[config.mk]
export PLATFORM = sky130hd
export DESIGN_NAME = scba_arith
export DESIGN_NICKNAME = d
export VERILOG_FILES = /design/src/rtl/scba_pkg.sv /design/src/rtl/scba_arith.sv
export SDC_FILE = /design/constraint.sdc
export NUM_CORES = 1
export LEC_CHECK = 0
export BUFFER_PORTS_ARGS = -buffer_cell sky130_fd_sc_hd__buf_4
export CAP_MARGIN = 20
export CORE_MARGIN = 4
export CORE_UTILIZATION = 61
export DETAILED_ROUTE_END_ITERATION = 10
export MAX_ROUTING_LAYER = met4
export PLACE_DENSITY = 0.91
export RECOVER_POWER = 50
export SLEW_MARGIN = 10
export SYNTH_ARGS = -nofsm -noshare
export SYNTH_HDL_FRONTEND = slang
export SYNTH_SLANG_ARGS = --single-unit
[constraint.sdc]
create_clock -name vclk -period 11.9
set_input_delay 2.38 -clock vclk [all_inputs]
set_output_delay 2.38 -clock vclk [all_outputs]
set_load 0.02 [all_outputs]
[src/rtl/scba_pkg.sv]
`default_nettype none

package scba_pkg;

  localparam int REQ_W        = 16;
  localparam int PAGE_W       = 6;
  localparam int SLOT_W       = 6;
  localparam int OFF_W        = 12;
  localparam int QUOT_W       = 8;
  localparam int CLS_W        = 4;
  localparam int MAP_W        = 63;
  localparam int ENTRY_W      = CLS_W + MAP_W;
  localparam int NUM_CLASSES  = 9;
  localparam int MAX_PAGES    = 64;
  localparam int DEF_NUM_PAGES = 64;
  localparam int HEADER_BYTES = 24;
  localparam int MAX_REQUEST  = 2048;
  localparam int DIV3_MUL     = 171;
  localparam int DIV3_SHIFT   = 9;

  typedef logic [CLS_W-1:0]  cls_t;
  typedef logic [MAP_W-1:0]  map_t;
  typedef logic [SLOT_W-1:0] slot_t;
  typedef logic [OFF_W-1:0]  off_t;
  typedef logic [QUOT_W-1:0] quot_t;

  localparam cls_t CLS_16 = 4'd0;
  localparam cls_t CLS_24 = 4'd1;

  localparam logic KIND_ALLOC = 1'b0;
  localparam logic KIND_FREE  = 1'b1;

  localparam logic [1:0] ST_OK        = 2'd0;
  localparam logic [1:0] ST_TOO_LARGE = 2'd1;
  localparam logic [1:0] ST_NO_PAGES  = 2'd2;
  localparam logic [1:0] ST_BAD_FREE  = 2'd3;

  localparam logic [OFF_W-1:0] CLASS_SIZE [NUM_CLASSES] = '{
    12'd16, 12'd24, 12'd32, 12'd64, 12'd128, 12'd256, 12'd512, 12'd1024, 12'd2048
  };
  localparam logic [SLOT_W-1:0] CLASS_SLOTS [NUM_CLASSES] = '{
    6'd63, 6'd63, 6'd63, 6'd62, 6'd31, 6'd15, 6'd7, 6'd3, 6'd1
  };

  function automatic off_t class_size(cls_t c);
    return (c < cls_t'(NUM_CLASSES)) ? CLASS_SIZE[c] : '0;
  endfunction

  function automatic slot_t class_slots(cls_t c);
    return (c < cls_t'(NUM_CLASSES)) ? CLASS_SLOTS[c] : '0;
  endfunction

  function automatic map_t full_mask(cls_t c);
    logic [63:0] w;
    w = (64'd1 << class_slots(c)) - 64'd1;
    return w[MAP_W-1:0];
  endfunction

  function automatic cls_t size_to_class(logic [REQ_W-1:0] bytes);
    cls_t c;
    c = cls_t'(NUM_CLASSES - 1);
    for (int i = NUM_CLASSES - 2; i >= 0; i--) begin
      if (bytes <= REQ_W'(CLASS_SIZE[i])) c = cls_t'(i);
    end
    return c;
  endfunction

endpackage

`default_nettype wire

[src/rtl/scba_arith.sv]
`default_nettype none

module scba_arith (
  input  wire scba_pkg::cls_t  cls,
  input  wire scba_pkg::map_t  map_in,
  input  wire scba_pkg::slot_t slot_in,
  input  wire scba_pkg::off_t  offset_in,
  output scba_pkg::slot_t      free_slot,
  output scba_pkg::off_t       slot_offset,
  output scba_pkg::quot_t      quot
);
  import scba_pkg::*;

  map_t        map_inc;
  map_t        lowest_zero;
  logic [17:0] prod;
  logic [17:0] sum;
  off_t        rel;
  logic [8:0]  rel8;
  logic [17:0] div3;
  logic [3:0]  sh;
  off_t        rel_sh;

  // lowest clear occupancy bit
  assign map_inc     = map_in + map_t'(1);
  assign lowest_zero = ~map_in & map_inc;

  always_comb begin
    free_slot = '0;
    for (int i = 0; i < MAP_W; i++) begin
      if (lowest_zero[i]) free_slot = free_slot | SLOT_W'(i);
    end
  end

  // header + slot * class size
  assign prod        = 18'(slot_in) * 18'(class_size(cls));
  assign sum         = prod + 18'(HEADER_BYTES);
  assign slot_offset = sum[OFF_W-1:0];

  // candidate slot from a byte offset; 24-byte class divides by 8 then by 3
  assign rel    = offset_in - OFF_W'(HEADER_BYTES);
  assign rel8   = rel[OFF_W-1:3];
  assign div3   = 18'(rel8) * 18'(DIV3_MUL);
  assign sh     = (cls == CLS_16) ? 4'd4 : (cls + 4'd3);
  assign rel_sh = rel >> sh;
  assign quot   = (cls == CLS_24) ? div3[DIV3_SHIFT+QUOT_W-1:DIV3_SHIFT] : rel_sh[QUOT_W-1:0];

endmodule

`default_nettype wire

==> results.py, run 1 <==
metrics = {
    "floorplan": {
        "num_io_pins": 111,
        "design.die.area_mm2": 0.00830,
        "core_area_mm2": 0.00676,
        "die_h_um": 91.1,
        "die_w_um": 91.1,
        "fp-row-count": 30,
        "initial_core_util": 0.624,
    },
    "detailed_routing": {
        "drc": 0,
        "vias": 4532,
        "drtPass1Iterations": 5,
        "ant_nets": 0,
        "routed_wl_um": 12400,
        "wl_per_cell_um": 17.0,
        "drt_iter0_drc": 326,
        "viasPerCell": 6.19,
    },
    "timing": {
        "slew_headroom": 0.137,
        "setup_viol": 0,
        "period_needed_ns": 9.96,
        "slew_violations": 0,
        "final.period_utilization": 0.837,
        "fmax_ghz": 0.100,
        "worst_pin_slew_ns": 1.28,
        "hold_viol": 0,
        "finalSetupTns_ns": 0,
        "rsz0062_at_grt": "false",
    },
    "synthesis": {
        "synthDominantCellAreaShare": 0.187,
        "netlist_top_cells_count": "83 x inv_1, 63 x ha_1, 61 x nand2_1",
        "yosysWarnings": 0,
        "ys_seq_area_frac": 0,
        "synth.cell_area_mm2": 0.00421,
        "synthCells": 556,
        "avgSynthCellArea_um2": 7.58,
        "yosysTopAreaCell": "ha_1",
        "synth_cell_type_count": 80,
        "synth.most_common_cell": "inv_1",
        "synth_area_leaders": "ha_1 19%, fa_1 15%, inv_1 7.4%",
    },
    "job": {
        "cap_violations": 0,
    },
    "min_path": {
        "hp-class": "primary input to output pin",
    },
    "cts": {
        "post_cts_resized": 0,
        "ctsHoldBuffers": 0,
        "post_cts_buffers": 0,
    },
    "worst_setup_path": {
        "crit_arrival_ns": 7.58,
        "crit_type": "primary input to output pin",
        "endpoint_kind": "output pin",
        "critPathLaunchType": "primary input",
        "critPathMaxFanout": 14,
        "cp.required_ns": 9.52,
    },
    "cells_and_area": {
        "n_sequential_cell": 0,
        "area_delta_synth_final_pct": 18.3,
        "clkbuf_count": 0,
        "drive_above_1_share": 0.201,
        "antenna_cells": 0,
        "nets": 834,
        "final_cells": 732,
        "seqCellArea_um2": 0,
    },
    "global_routing": {
        "grt_overflow": 0,
        "grt_pass1_wl_um": 20200,
        "track_usage": 0.295,
        "grt_pass1_vias": 4404,
        "antenna_found_initial": 0,
        "grt_max_degree": 26,
    },
    "placed_design": {
        "dp.final_hpwl_um": 10800,
        "place_inst": 732,
        "port_buffers": 108,
        "gp_congestion": 0.977,
    },
    "pwr": {
        "pwr_density_cell_mw_per_mm2": 71.9,
        "total_power_uw": 358,
        "p_leak_nw": 2.52,
        "peakVddDrop_uv": 148,
    },
    "run_status": {
        "outcome": "complete, no violations",
    },
}
==> power by group <==
part / switching [mW] / internal [mW] / total, mW
clock: 0 / 0 / 0
sequential: 0 / 0 / 0
combinational: 0.197 / 0.161 / 0.358
total: 0.197 / 0.161 / 0.358
==> worst max-delay path: stages <==
cell	delay, ns
clkbuf_1	0.26
nor3_1	1.10
and2_0	0.53
nand2_1	0.17
fa_1	0.52
fa_1	0.52
fa_1	0.55
inv_1	0.04
ha_1	0.29
ha_1	0.33
nor2b_1	0.15
o21ai_0	0.15
nand2b_1	0.07
a21oi_1	0.20
xnor2_1	0.14
buf_4	0.16
==> layout make-up <==
type / count / area [um^2]
tap: 80 / 100
fill: 568 / 1770
multi-input combinational: 460 / 3780
inverter: 84 / 315
timing repair buffer: 108 / 785
==> placed cells by master (no fill, tap or decap), types with 3 or more instances in the layout <==
cell type / Yosys / routed
o31ai_1: 3 / 3
a211o_1: 3 / 3
a21oi_1: 16 / 16
and4_1: 3 / 3
nor3_1: 14 / 17
fa_1: 32 / 32
nor4_1: 9 / 9
a21o_1: 3 / 3
and2_1: 8 / 7
nand2_1: 61 / 61
clkbuf_1: 2 / 7
a32oi_1: 4 / 4
nor2b_1: 7 / 7
nand3_1: 18 / 18
nand2b_1: 9 / 9
xor2_1: 5 / 5
or2_2: 3 / 3
or2_1: 3 / 3
o21ai_1: 3 / 3
inv_1: 83 / 83
nand4_1: 15 / 15
o211ai_1: 6 / 6
a31oi_1: 5 / 5
nand3b_1: 3 / 3
o22ai_1: 6 / 6
conb_1: 1 / 3
mux2i_1: 3 / 3
o32ai_1: 3 / 3
xnor2_1: 17 / 17
mux2_2: 5 / 5
or4b_1: 3 / 3
nor2_1: 23 / 23
buf_4: 4 / 101
ha_1: 63 / 63
and3_1: 8 / 8
o21ai_0: 29 / 29
or4_1: 3 / 3
==> through the flow <==
| stage | worst slack, ns | instance area, um^2 | hold WS (ns) | utilization |
|---|---|---|---|---|
| global placement | 2.30 | 5030 | 5.10 | 0.744 |
| CTS | 2.07 | 5030 | 5.10 | 0.744 |
| finish | 1.94 | 4980 | 5.10 | 0.738 |
| global route | 1.52 | 4980 | 5.13 | 0.738 |
| floorplan | 2.70 | 4220 | 4.89 | - |
| detailed placement | 2.06 | 5030 | 5.10 | 0.744 |
==> path summary, 6_finish.rpt <==
kind | from | endpoint | slack [ns] | depth (start not counted)
setup / recovery | cls[3] | slot_offset[11] | 1.94 | 16
hold / removal | slot_in[0] | slot_offset[3] | 5.10 | 3
==> cells by family after synthesis <==
family | share of synthesized area
AOI/OAI and AO/OA | 0.180
xor gates and xnor gates | 0.0573
adders and majority gates | 0.339
buffers and inverters | 0.0998
muxes | 0.0431
other | 0.000890
and+or+nand+nor | 0.280
==> routing by layer <==
layer / GRT usage / part of all wire / vias to the layer above
met5: - / 0 / -
met1: 0.376 / 0.41 / 2130
met2: 0.502 / 0.51 / 197
met4: 0.0666 / 0.020 / 0
met3: 0.0323 / 0.068 / 26
li1: - / - / 2179
Power figures use the tool's default switching activity.
==> inputs of run 2 (changes only) <==
- CORE_UTILIZATION: 61 -> 51
- PLACE_DENSITY: 0.91 -> 0.81
- clock period: 11.9 -> 8 ns (I/O delays scaled with it)
==> results.py, run 2 (synthesis results as in run 1) <==
metrics = {
    "placed_design": {
        "gp_congestion": 1.03,
        "port_buffers": 108,
        "pre_cts_ws_ns": 0.201,
        "dp.final_hpwl_um": 10900,
    },
    "detailed_routing": {
        "drtPass1Iterations": 5,
        "viasPerCell": 5.85,
        "drt_iter0_drc": 283,
        "drc": 0,
        "ant_nets": 0,
        "routed_wl_um": 12400,
        "vias": 4469,
        "wl_per_cell_um": 16.2,
    },
    "worst_setup_path": {
        "critPathMaxFanout": 4,
        "cp.required_ns": 6.40,
        "endpoint_kind": "output pin",
        "crit_arrival_ns": 6.18,
        "critPathLaunchType": "primary input",
        "crit_type": "primary input to output pin",
    },
    "cells_and_area": {
        "layout_common_cells": "111 x buf_4, 83 x inv_1, 63 x ha_1",
        "fin_util": 0.645,
        "drive_above_1_share": 0.213,
        "antenna_cells": 0,
        "n_sequential_cell": 0,
        "layout_commonest_cell": "buf_4",
        "nets": 844,
        "clkbuf_count": 0,
        "area_delta_synth_final_pct": 20.8,
        "seqCellArea_um2": 0,
    },
    "job": {
        "cap_violations": 0,
    },
    "global_routing": {
        "grt_pass1_vias": 4448,
        "track_usage": 0.255,
        "antenna_found_initial": 0,
        "grt_overflow": 0,
        "grt_pass1_wl_um": 20600,
        "grt_max_degree": 26,
    },
    "timing": {
        "fmax_ghz": 0.129,
        "slew_violations": 0,
        "setup_viol": 0,
        "rsz0062_at_grt": "false",
        "worst_pin_slew_ns": 0.856,
        "worst_slack_ns": 0.223,
        "finalSetupTns_ns": 0,
        "hold_viol": 0,
        "period_needed_ns": 7.78,
        "slew_headroom": 0.425,
        "final.period_utilization": 0.972,
        "holdWs_ns": 3.54,
    },
    "cts": {
        "post_cts_buffers": 0,
        "post_cts_resized": 0,
        "ctsHoldBuffers": 0,
    },
    "min_path": {
        "holdPathStages": 3,
        "hp-class": "primary input to output pin",
    },
    "floorplan": {
        "num_io_pins": 111,
        "core_area_mm2": 0.00789,
        "initial_core_util": 0.534,
        "die_h_um": 98.9,
        "die_w_um": 98.9,
        "design.die.area_mm2": 0.00978,
        "fp-row-count": 32,
    },
    "pwr": {
        "p_leak_nw": 2.56,
        "peakVddDrop_uv": 146,
        "pwr_density_cell_mw_per_mm2": 107,
        "total_power_uw": 543,
    },
    "run_status": {
        "outcome": "complete, no violations",
    },
}
run 2: final cells by class:
cell class | instances | area [um^2]
Multi-Input combinational cell | 460 | 3780
Fill cell | 708 | 2800
Timing Repair Buffer | 118 | 860
Inverter | 84 | 315
Tap cell | 102 | 128
run 2: critical path, cell delays in order:
cell	delay, ns
buf_4	0.12
or4_4	0.57
a211o_2	0.34
xor2_2	0.14
inv_1	0.11
ha_1	0.30
inv_1	0.05
fa_1	0.47
inv_1	0.06
fa_1	0.48
ha_1	0.35
a21oi_1	0.14
nand2_1	0.10
o31ai_1	0.33
buf_4	0.18
o21bai_1	0.09
a21oi_1	0.23
xnor2_1	0.10
mux2_2	0.27
buf_4	0.16
run 2: report_power, final:
part / switching (mW) / internal (mW)
logic: 0.293 / 0.250
clock network: 0 / 0
registers: 0 / 0
run 2: per-stage QoR:
stage / cells / instance area, um^2
6_report: 764 / 5090
5_1_grt: 764 / 5090
4_1_cts: 764 / 5130
3_5_place_dp: 764 / 5130
3_3_place_gp: 764 / 5130
2_1_floorplan: 558 / 4220
run 2: per-layer routing:
layer	part of all wire	up-vias	GRT usage
li1	-	2200	-
met1	0.43	2095	0.336
met2	0.49	157	0.432
met3	0.067	17	0.0304
met4	0.015	0	0.0305
met5	0	-	-
run 2: worst paths after layout:
path / endpoint / from
hold / removal: slot_offset[3] / slot_in[0]
setup / recovery: quot[4] / offset_in[8]
