**config.mk**
```make
export PLATFORM = sky130hd
export DESIGN_NAME = scba_ram
export DESIGN_NICKNAME = d
export VERILOG_FILES = /design/src/rtl/scba_ram.sv
export SDC_FILE = /design/constraint.sdc
export NUM_CORES = 1
export LEC_CHECK = 0
export BUFFER_PORTS_ARGS = -buffer_cell sky130_fd_sc_hd__buf_2
export CAP_MARGIN = 20
export CORE_MARGIN = 8
export CORE_UTILIZATION = 55
export DETAILED_ROUTE_END_ITERATION = 10
export PLACE_DENSITY_LB_ADDON = 0.05
export SLEW_MARGIN = 5
export SYNTH_ARGS = -nofsm -noshare
export SYNTH_HDL_FRONTEND = slang
export SYNTH_SLANG_ARGS = --single-unit
```
**constraint.sdc**
```tcl
create_clock -name clk -period 2.3 [get_ports clk]
set_input_delay 0.23 -clock clk [delete_from_list [all_inputs] [get_ports clk]]
set_output_delay 0.23 -clock clk [all_outputs]
set_load 0.005 [all_outputs]
```
**src/rtl/scba_ram.sv**
```systemverilog
`default_nettype none

module scba_ram #(
  parameter int WIDTH = 8,
  parameter int DEPTH = 16,
  localparam int AW = (DEPTH > 1) ? $clog2(DEPTH) : 1
) (
  input  wire logic             clk,
  input  wire logic             we,
  input  wire logic [AW-1:0]    waddr,
  input  wire logic [WIDTH-1:0] wdata,
  input  wire logic [AW-1:0]    raddr,
  output logic      [WIDTH-1:0] rdata
);

  logic [WIDTH-1:0] mem [DEPTH];

  always_ff @(posedge clk) begin
    if (we) mem[waddr] <= wdata;
    rdata <= mem[raddr];
  end

endmodule

`default_nettype wire

```
==> results of run 1 <==
==> routing by layer <==
| metal | vias to the layer above | global-route usage, % | routed length (um) |
|---|---|---|---|
| li1 | 1092 | - | - |
| met4 | 0 | 6.03 | 66 |
| met1 | 1240 | 22.0 | 4370 |
| met3 | 6 | 4.21 | 526 |
| met2 | 76 | 25.3 | 4640 |
| met5 | - | 0 | 0 |
==> flip-flops by register name (all words and copies together), names as in the netlist <==
| name | cells |
|---|---|
| mem | 128 |
| rdata | 8 |
==> power by group <==
| group | internal (uW) | switching, uW | total (uW) | leakage [uW] |
|---|---|---|---|---|
| Sequential | 2770 | 15.5 | 2790 | 0.00122 |
| Combinational | 111 | 143 | 254 | 0.000586 |
| Clock | 1650 | 941 | 2590 | 0.000279 |
==> cells in the mapped netlist, drive strengths merged <==
cell type and count:
buf 7, nor3 4, nor2 13, nand3 1
nand2b 2, nand3b 2, dfxtp 8, clkdlybuf4s25 3
and2 1, mux4 32, and2b 1, a22oi 16
nand2 9, edfxtp 128, or3b 1, nor2b 1
==> cell families after synthesis <==
family                 after synthesis  synth area share [%]
muxes                               32                  15.0
buffers and inverters               10                  1.68
and+or+nand+nor                     35                  3.18
DFF                                136                  77.8
AOI/OAI and AO/OA                   16                  2.33
==> final timing paths <==
path         slack [ps]                   end  cells after the start
max reg2reg         950      rdata[2]$_DFF_P_                      3
min                 100  mem[12][0]$_DFFE_PP_                      1
max                 950      rdata[2]$_DFF_P_                      3
min reg2reg         680      rdata[2]$_DFF_P_                      3
==> per-stage QoR <==
step / std cells / util [%] / power [uW] / area [sq um] / hold slack, ps
4_1_cts: 408 / 66.4 / 5690 / 6080 / 78.8
5_1_grt: 408 / 66.4 / 5810 / 6080 / 99.5
2_1_floorplan: 229 / - / 2980 / 5150 / 329
3_3_place_gp: 376 / 60.0 / 3090 / 5500 / 618
3_5_place_dp: 376 / 60.0 / 3100 / 5500 / 612
6_report: 408 / 66.4 / 5630 / 6080 / 101
==> worst register-to-register path, cell delays in order (launching register included) <==
cell and delay (ps):
edfxtp_1 360, mux4_1 490, a22oi_1 310, nand2_1 80
==> final cells by class <==
class	instances	area [sq um]
well taps	111	139
flip-flops and latches	136	4000
repair buffers	46	295
clock buffers	20	425
fillers	609	3080
multi-input cells	83	1060
clock inverters	12	155
==> metrics.txt, run 1 <==
number of port buffers=25; CTS buffer count=17; status=completed; num ports=26; 1st-iter DRT viols=189; CP Launch Point=mem[0][2]$_DFFE_PP_; number of synthesized register bits=between 100 and 150; setup bufs post-CTS=0; initial antenna violation count=0; CP max stage cell=mux4_1; area of the die=about 13000 sq um; Pwr per Cell Area=approximately 900 nW/um^2; fmax=743 MHz; Cell Area, Synth=around 5000 sq um; final worst-path setup slack=954 ps; dpl hpwl=6080 um; crit-path max cell delay=490 ps; worst-path cell chain=mux4_1, a22oi_1, nand2_1; root buf cell=clkbuf_8; H-tree depth=4; crit-path leading delay family=multiplexers; # clock sinks=between 100 and 150; WP buf/inv=0; Critical Path RT=2680 ps; Die Height=~110 um; commonest non-fill, non-tap cell in the layout=edfxtp_1; Area Growth Syn to Fin=18.0%; Post-Place Setup Slack=577 ps; GRT Residual Overflow=0; Core Area=9150 sq um; Syn Inst Count=229; Avg WL per Cell=roughly 24 um; total track usage=between 10% and 20%; initial core utilization=between 50% and 60%; Crit path arrival time=1730 ps; Final period util=between 50% and 60%; max-slew violation count=0; Synth top area share=74.7%; average size of a mapped cell=22.5 sq um; nature of the critical path startpoint=flip-flop; share of layout cells above drive strength 1=a little under a third; FP Rows=35; Synth cell types=19; DRC Markers=0; crit-path max FO=1; DR pass1 iterations=4; total negative setup slack=0 ps; first-pass GRT wire length=14900 um; largest net degree at the start of global routing=33; Hold WC Path Type=in2reg; antenna viol nets, final=0; sequential share of the synthesized area=77.8%; most frequent cells in the layout=128 x edfxtp_1, 25 x buf_2, 20 x buf_4; CTS tree=yes; Hold Crit Start=wdata[0]; maximum buffer depth of the clock tree=2; clock latency on the worst-skew pair=500 ps; Setup crit end kind=flip-flop; Reg clk slew, reported paths=60 ps; vias per inst=5.92; Final #Nets=around 300; Final min period=1350 ps; setup violators final=0; Routed WL=9600 um; final hold viol count=0; Post-Syn Nets=between 200 and 250; synth warn=0; number of global-route vias before repair=roughly 2500; Die Wd=113 um; critical path class=reg2reg; Hold Buf Count CTS=0; clock skew=8.36 ps; Tightest Pin Transition=424 ps; RSZ-0062 raised after global routing=no; max-cap violations=0; area leader, netlist=edfxtp_1; Static Leak=0.00209 uW; Peak VDD IR=slightly below 0.5 mV; Slew HR=71.7%; Synth area leaders=edfxtp_1 75%, mux4_2 7.9%, mux4_1 7.1%; reg2reg start=mem[0][2]$_DFFE_PP_; Final Wtd Congestion=0.720; # diodes=0; vias post-DR=2414; PostCTS Resize Cnt=0
Power figures use the tool's default switching activity.
==> inputs of run 2 (changes only) <==
clock period = 1.3 ns   (was 2.3 ns; I/O delays follow)
==> run 2 against run 1 <==
Sequential share of layout area down 1.1 points. Non-clock buffer count up 11. Cell count up 2.5%. Combinational power up 97%. Clock power up 67%. Critical path depth unchanged. Via count up 2.1%. Highest routed layer unchanged. Critical path type unchanged. Worst setup slack worse by 910 ps. Routed wire length up 1.4%. Sequential power up 77%.
==> metrics.txt, run 2 (synthesis gave the netlist of run 1 again) <==
max-slew violation count=0; nature of the critical path startpoint=flip-flop; total negative setup slack=0 ps; dpl hpwl=6320 um; FP Rows=35; critical path class=reg2reg; Cell Area, Placed=between 5000 and 6000 sq um; R2R depth=3; Tightest Pin Transition=865 ps; Peak VDD IR=a little under 0.9 mV; GRT Residual Overflow=0; CP max stage cell=mux4_2; hold_ws=17.0 ps; Net Sw Frac=approximately a fifth; hold path depth=1; Pwr per Cell Area=1580 nW/um^2; number of global-route vias before repair=2638; status=completed; final hold viol count=0; Hold WC Path Type=in2reg; maximum buffer depth of the clock tree=2; worst-path cell chain=mux4_2, a22oi_2, nand2_1; setup violators final=0; Core Area=9150 sq um; Area Growth Syn to Fin=20.0%; fmax=794 MHz; FF+latch area=4000 sq um; max reg flops=128; vias post-DR=2464; RSZ-0062 raised after global routing=no; H-tree depth=4; multi-input logic area=about 1100 sq um; design area=6180 sq um; initial core utilization=56.2%; antenna viol nets, final=0; Die Height=113 um; Final Wtd Congestion=0.718; Setup crit end kind=flip-flop; clock latency on the worst-skew pair=510 ps; filler instances=601; Comb pwr share=about 5.1%; P_int=7820 uW; # diodes=0; Regs by FF count=mem: 128 flops, rdata: 8 flops; vias per inst=5.89; largest net degree at the start of global routing=18; switching power=1950 uW; number of port buffers=25; initial antenna violation count=0; # clock sinks=136; share of layout cells above drive strength 1=38.8%; num ports=26; Reg with most FFs=mem; clock skew=roughly 3.7 ps; root buf cell=clkbuf_8; Static Leak=between 0.002 and 0.0025 uW; Routed WL=9730 um; total track usage=between 10% and 20%; Die Wd=113 um; first-pass GRT wire length=15100 um; commonest non-fill, non-tap cell in the layout=edfxtp_1; clock network fraction of total power=44.3%; final worst-path setup slack=between 40 and 50 ps; most frequent cells in the layout=128 x edfxtp_1, 26 x buf_4, 25 x mux4_2, 25 x buf_2, 16 x clkbuf_16; Avg WL per Cell=23.3 um; CTS buffer count=17; r2r setup slk=40 ps; Final min period=1260 ps; Post-Place Setup Slack=-240 ps; crit-path max FO=1; Final #Nets=313; Slew HR=~42%; CTS tree=yes; Reg clk slew, reported paths=~60 ps; Pwr Total=9760 uW; crit-path max cell delay=470 ps; DR pass1 iterations=4; max-cap violations=0; Crit path arrival time=1650 ps; area of the die=roughly 13000 sq um; DRC Markers=0; 1st-iter DRT viols=about 120; sequential share of power=50.5%; setup bufs post-CTS=0; Final period util=96.9%; Critical Path RT=1690 ps
-- run 2: changes by cell type in the layout (fill, tap and decap cells not counted), sizes merged --
cell / previous run / this run
buf: 46 / 53
bufinv: 3 / 2
dlygate4sd3: 0 / 4
-- run 2: worst paths after layout --
| check | from | end |
|---|---|---|
| hold reg to reg | mem[11][5]$_DFFE_PP_ | rdata[5]$_DFF_P_ |
| setup / recovery | mem[9][0]$_DFFE_PP_ | rdata[0]$_DFF_P_ |
| setup reg to reg | mem[9][0]$_DFFE_PP_ | rdata[0]$_DFF_P_ |
| hold / removal | wdata[6] | mem[2][6]$_DFFE_PP_ |
-- run 2: what timing repair did --
| item | 4_1_cts | 5_1_grt |
|---|---|---|
| pin swaps | 1 | 3 |
| gates resized for setup | 9 | 9 |
| setup endpoints to repair | 7 | 6 |
| endpoints found under the hold margin | 52 | 0 |
| hold buffers | 4 | 0 |
-- run 2: power by group through the flow --
stage | Sequential [uW] | Combinational (uW) | Clock (uW)
5_1_grt | 4940 | 544 | 4550
3_5_place_dp | 5020 | 472 | 0
3_3_place_gp | 5020 | 467 | 0
6_report | 4930 | 501 | 4330
2_1_floorplan | 5020 | 250 | 0
4_1_cts | 4930 | 500 | 4390
-- run 2: cell type report --
cell class	count	area share [%]
multi-input combinational	83	17.8
timing repair buffer	57	6.48
clock inverter	11	1.74
tap	111	2.25
clock buffer	20	6.89
sequential	136	64.8
-- run 2: routing by layer --
metal	GRT usage (%)	vias to the layer above	part of all wire (%)
met4	6.47	0	1.1
met1	22.1	1275	44
met3	4.53	11	5.9
met2	25.1	81	49
li1	-	1097	-
met5	0	-	0
-- run 2: critical path: cells and delay by family (launching register included) --
family / cells / cell delay [ps]
DFF: 1 / 380
muxes: 1 / 470
AOI/OAI and AO/OA: 1 / 210
and+or+nand+nor: 1 / 80
-- run 2: metrics by stage --
stage	instances	util [%]
floorplan	229	-
global placement	383	60.9
finish	418	67.5
global route	418	67.5
CTS	418	67.5
detailed placement	383	60.9
==> inputs of run 3 (changes only) <==
clock period = 1.4 ns   (was 1.3 ns; I/O delays follow)
==> run 3 against run 2 <==
Hold slack improved by 2.6 ps. Cell area increased by 0.41%. Clock power decreased by 3%. Largest power group unchanged. Maximum frequency decreased by 6.0%. Sequential share of layout area decreased by 0.26 points. Die area unchanged. First-iteration DRC count increased by 61%. Global-route usage increased by 0.45 points. Combinational power decreased by 8.8%. Core utilization increased by 0.27 points. Register-to-register slack improved by 20 ps. Non-clock buffer count decreased by 2.
==> metrics.txt, run 3 (synthesis gave the netlist of run 1 again) <==
Regs by FF count=mem: 128 flops, rdata: 8 flops; crit-path max FO=1; Tightest Pin Transition=888 ps; Reg with most FFs=mem; Pwr per Cell Area=approximately 1500 nW/um^2; Net Sw Frac=about a fifth; first-pass GRT wire length=between 15000 and 20000 um; most frequent cells in the layout=128 x edfxtp_1, 25 x buf_2, 23 x buf_4; worst r2r dst=rdata[2]$_DFF_P_; setup bufs post-CTS=0; root buf cell=clkbuf_8; GRT met2 Usage=25.9%; Crit path arrival time=1730 ps; R2R depth=3; Peak VDD IR=1.07 mV; H-tree depth=4; 1st-iter DRT viols=200; Pwr Total=9240 uW; total track usage=16.9%; initial core utilization=a little under three fifths; met1 Usage GRT=22.7%; total negative setup slack=0 ps; Die Wd=113 um; Avg WL per Cell=roughly 24 um; Static Leak=0.00213 uW; # diodes=0; # clock sinks=approximately 140; dpl hpwl=between 6000 and 7000 um; Hold WC Path Type=in2reg; CTS buffer count=17; max-slew violation count=0; Area Growth Syn to Fin=20.5%; Final period util=95.7%; clock skew=6.47 ps; share of layout cells above drive strength 1=34.6%; P_int=between 7000 and 8000 uW; Routed WL=~10000 um; fmax=746 MHz; number of global-route vias before repair=between 2000 and 3000; Critical Path RT=1790 ps; Setup crit end kind=flip-flop; largest net degree at the start of global routing=20; Final min period=1340 ps; max reg flops=between 100 and 150; number of port buffers=25; Die Height=113 um; Core Area=9150 sq um; Cell Area, Placed=~5600 sq um; vias post-DR=about 2500; sequential share of power=49.6%; Final Wtd Congestion=0.693; Core Util, Final=67.8%; clock latency on the worst-skew pair=520 ps; RSZ-0062 raised after global routing=no; commonest non-fill, non-tap cell in the layout=edfxtp_1; clock network fraction of total power=a little under half; max-cap violations=0; Comb pwr share=4.9%; Critical Path End=rdata[2]$_DFF_P_; num ports=26; status=completed; CTS tree=yes; nature of the critical path startpoint=flip-flop; FP Rows=35; final hold viol count=0; area of the die=12700 sq um; Final #Nets=roughly 310; gr busiest metal=met2; switching power=between 1500 and 2000 uW; critical path class=reg2reg; initial antenna violation count=0; DR pass1 iterations=5; antenna viol nets, final=0; Global Route met3 Usage=about 4.2%; filler instances=593; maximum buffer depth of the clock tree=2; GRT Residual Overflow=0; Slew HR=40.7%; reg2reg start=mem[9][2]$_DFFE_PP_; vias per inst=6.06; setup violators final=0; CP Launch Point=mem[9][2]$_DFFE_PP_; Reg clk slew, reported paths=around 60 ps; design area=roughly 6200 sq um; r2r setup slk=60 ps; DRC Markers=0
## run 3: changes by cell type in the layout (fill, tap and decap cells not counted), sizes merged
cell         previous run  this run
buf                    53        52
clkbuf                 20        19
clkinv                  7         4
clkinvlp                2         4
dlygate4sd3             4         3
inv                     0         3
## run 3: worst min path at each step
stage,start,to,slack (ps),cells after the start
finish,wdata[4],mem[4][4]$_DFFE_PP_,20,1
global route,wdata[4],mem[12][4]$_DFFE_PP_,7,1
CTS,wdata[2],mem[14][2]$_DFFE_PP_,4,1
detailed placement,rdata[1]$_DFF_P_,rdata[1],530,1
global placement,rdata[4]$_DFF_P_,rdata[4],530,1
floorplan,wdata[0],mem[0][0]$_DFFE_PP_,240,0
## run 3: critical path, cell delays in order (launching register included)
cell      delay (ps)
edfxtp_1         350
mux4_1           530
a22oi_2          260
nand2_1           90
## run 3: area by class of cell
type                    count  area (sq um)  area share [%]
clock buffers              19           422            6.80
repair buffers             55           408            6.58
well taps                 111           139            2.24
flip-flops and latches    136          4000            64.6
clock inverters            13           148            2.38
multi-input cells          83          1080            17.5
## run 3: metrics by stage
| stage | std cells | hold slack [ps] | setup WS (ps) |
|---|---|---|---|
| 2_1_floorplan | 229 | 239 | -6.15 |
| 3_3_place_gp | 382 | 526 | -140 |
| 3_5_place_dp | 382 | 529 | -175 |
| 4_1_cts | 417 | 3.69 | 13.8 |
| 5_1_grt | 417 | 7.30 | 4.06 |
| 6_report | 417 | 19.6 | 59.7 |
## run 3: what timing repair did
action                                  CTS  global route
endpoints found under the setup margin    0             4
gates resized for setup                   0             4
hold buffers                              3             0
endpoints found under the hold margin    25             0
## run 3: power groups by stage
| stage | Combinational [uW] | Sequential (uW) | Clock, uW |
|---|---|---|---|
| 6_report | 457 | 4580 | 4200 |
| 2_1_floorplan | 231 | 4660 | 0 |
| 4_1_cts | 455 | 4580 | 4250 |
| 3_3_place_gp | 441 | 4660 | 0 |
| 3_5_place_dp | 446 | 4670 | 0 |
| 5_1_grt | 496 | 4590 | 4410 |
## run 3: per-layer routing
metal	vias up	share of wire [%]
met3	13	5.5
met2	100	48
met1	1313	45
met5	-	0
li1	1103	-
met4	0	1.3
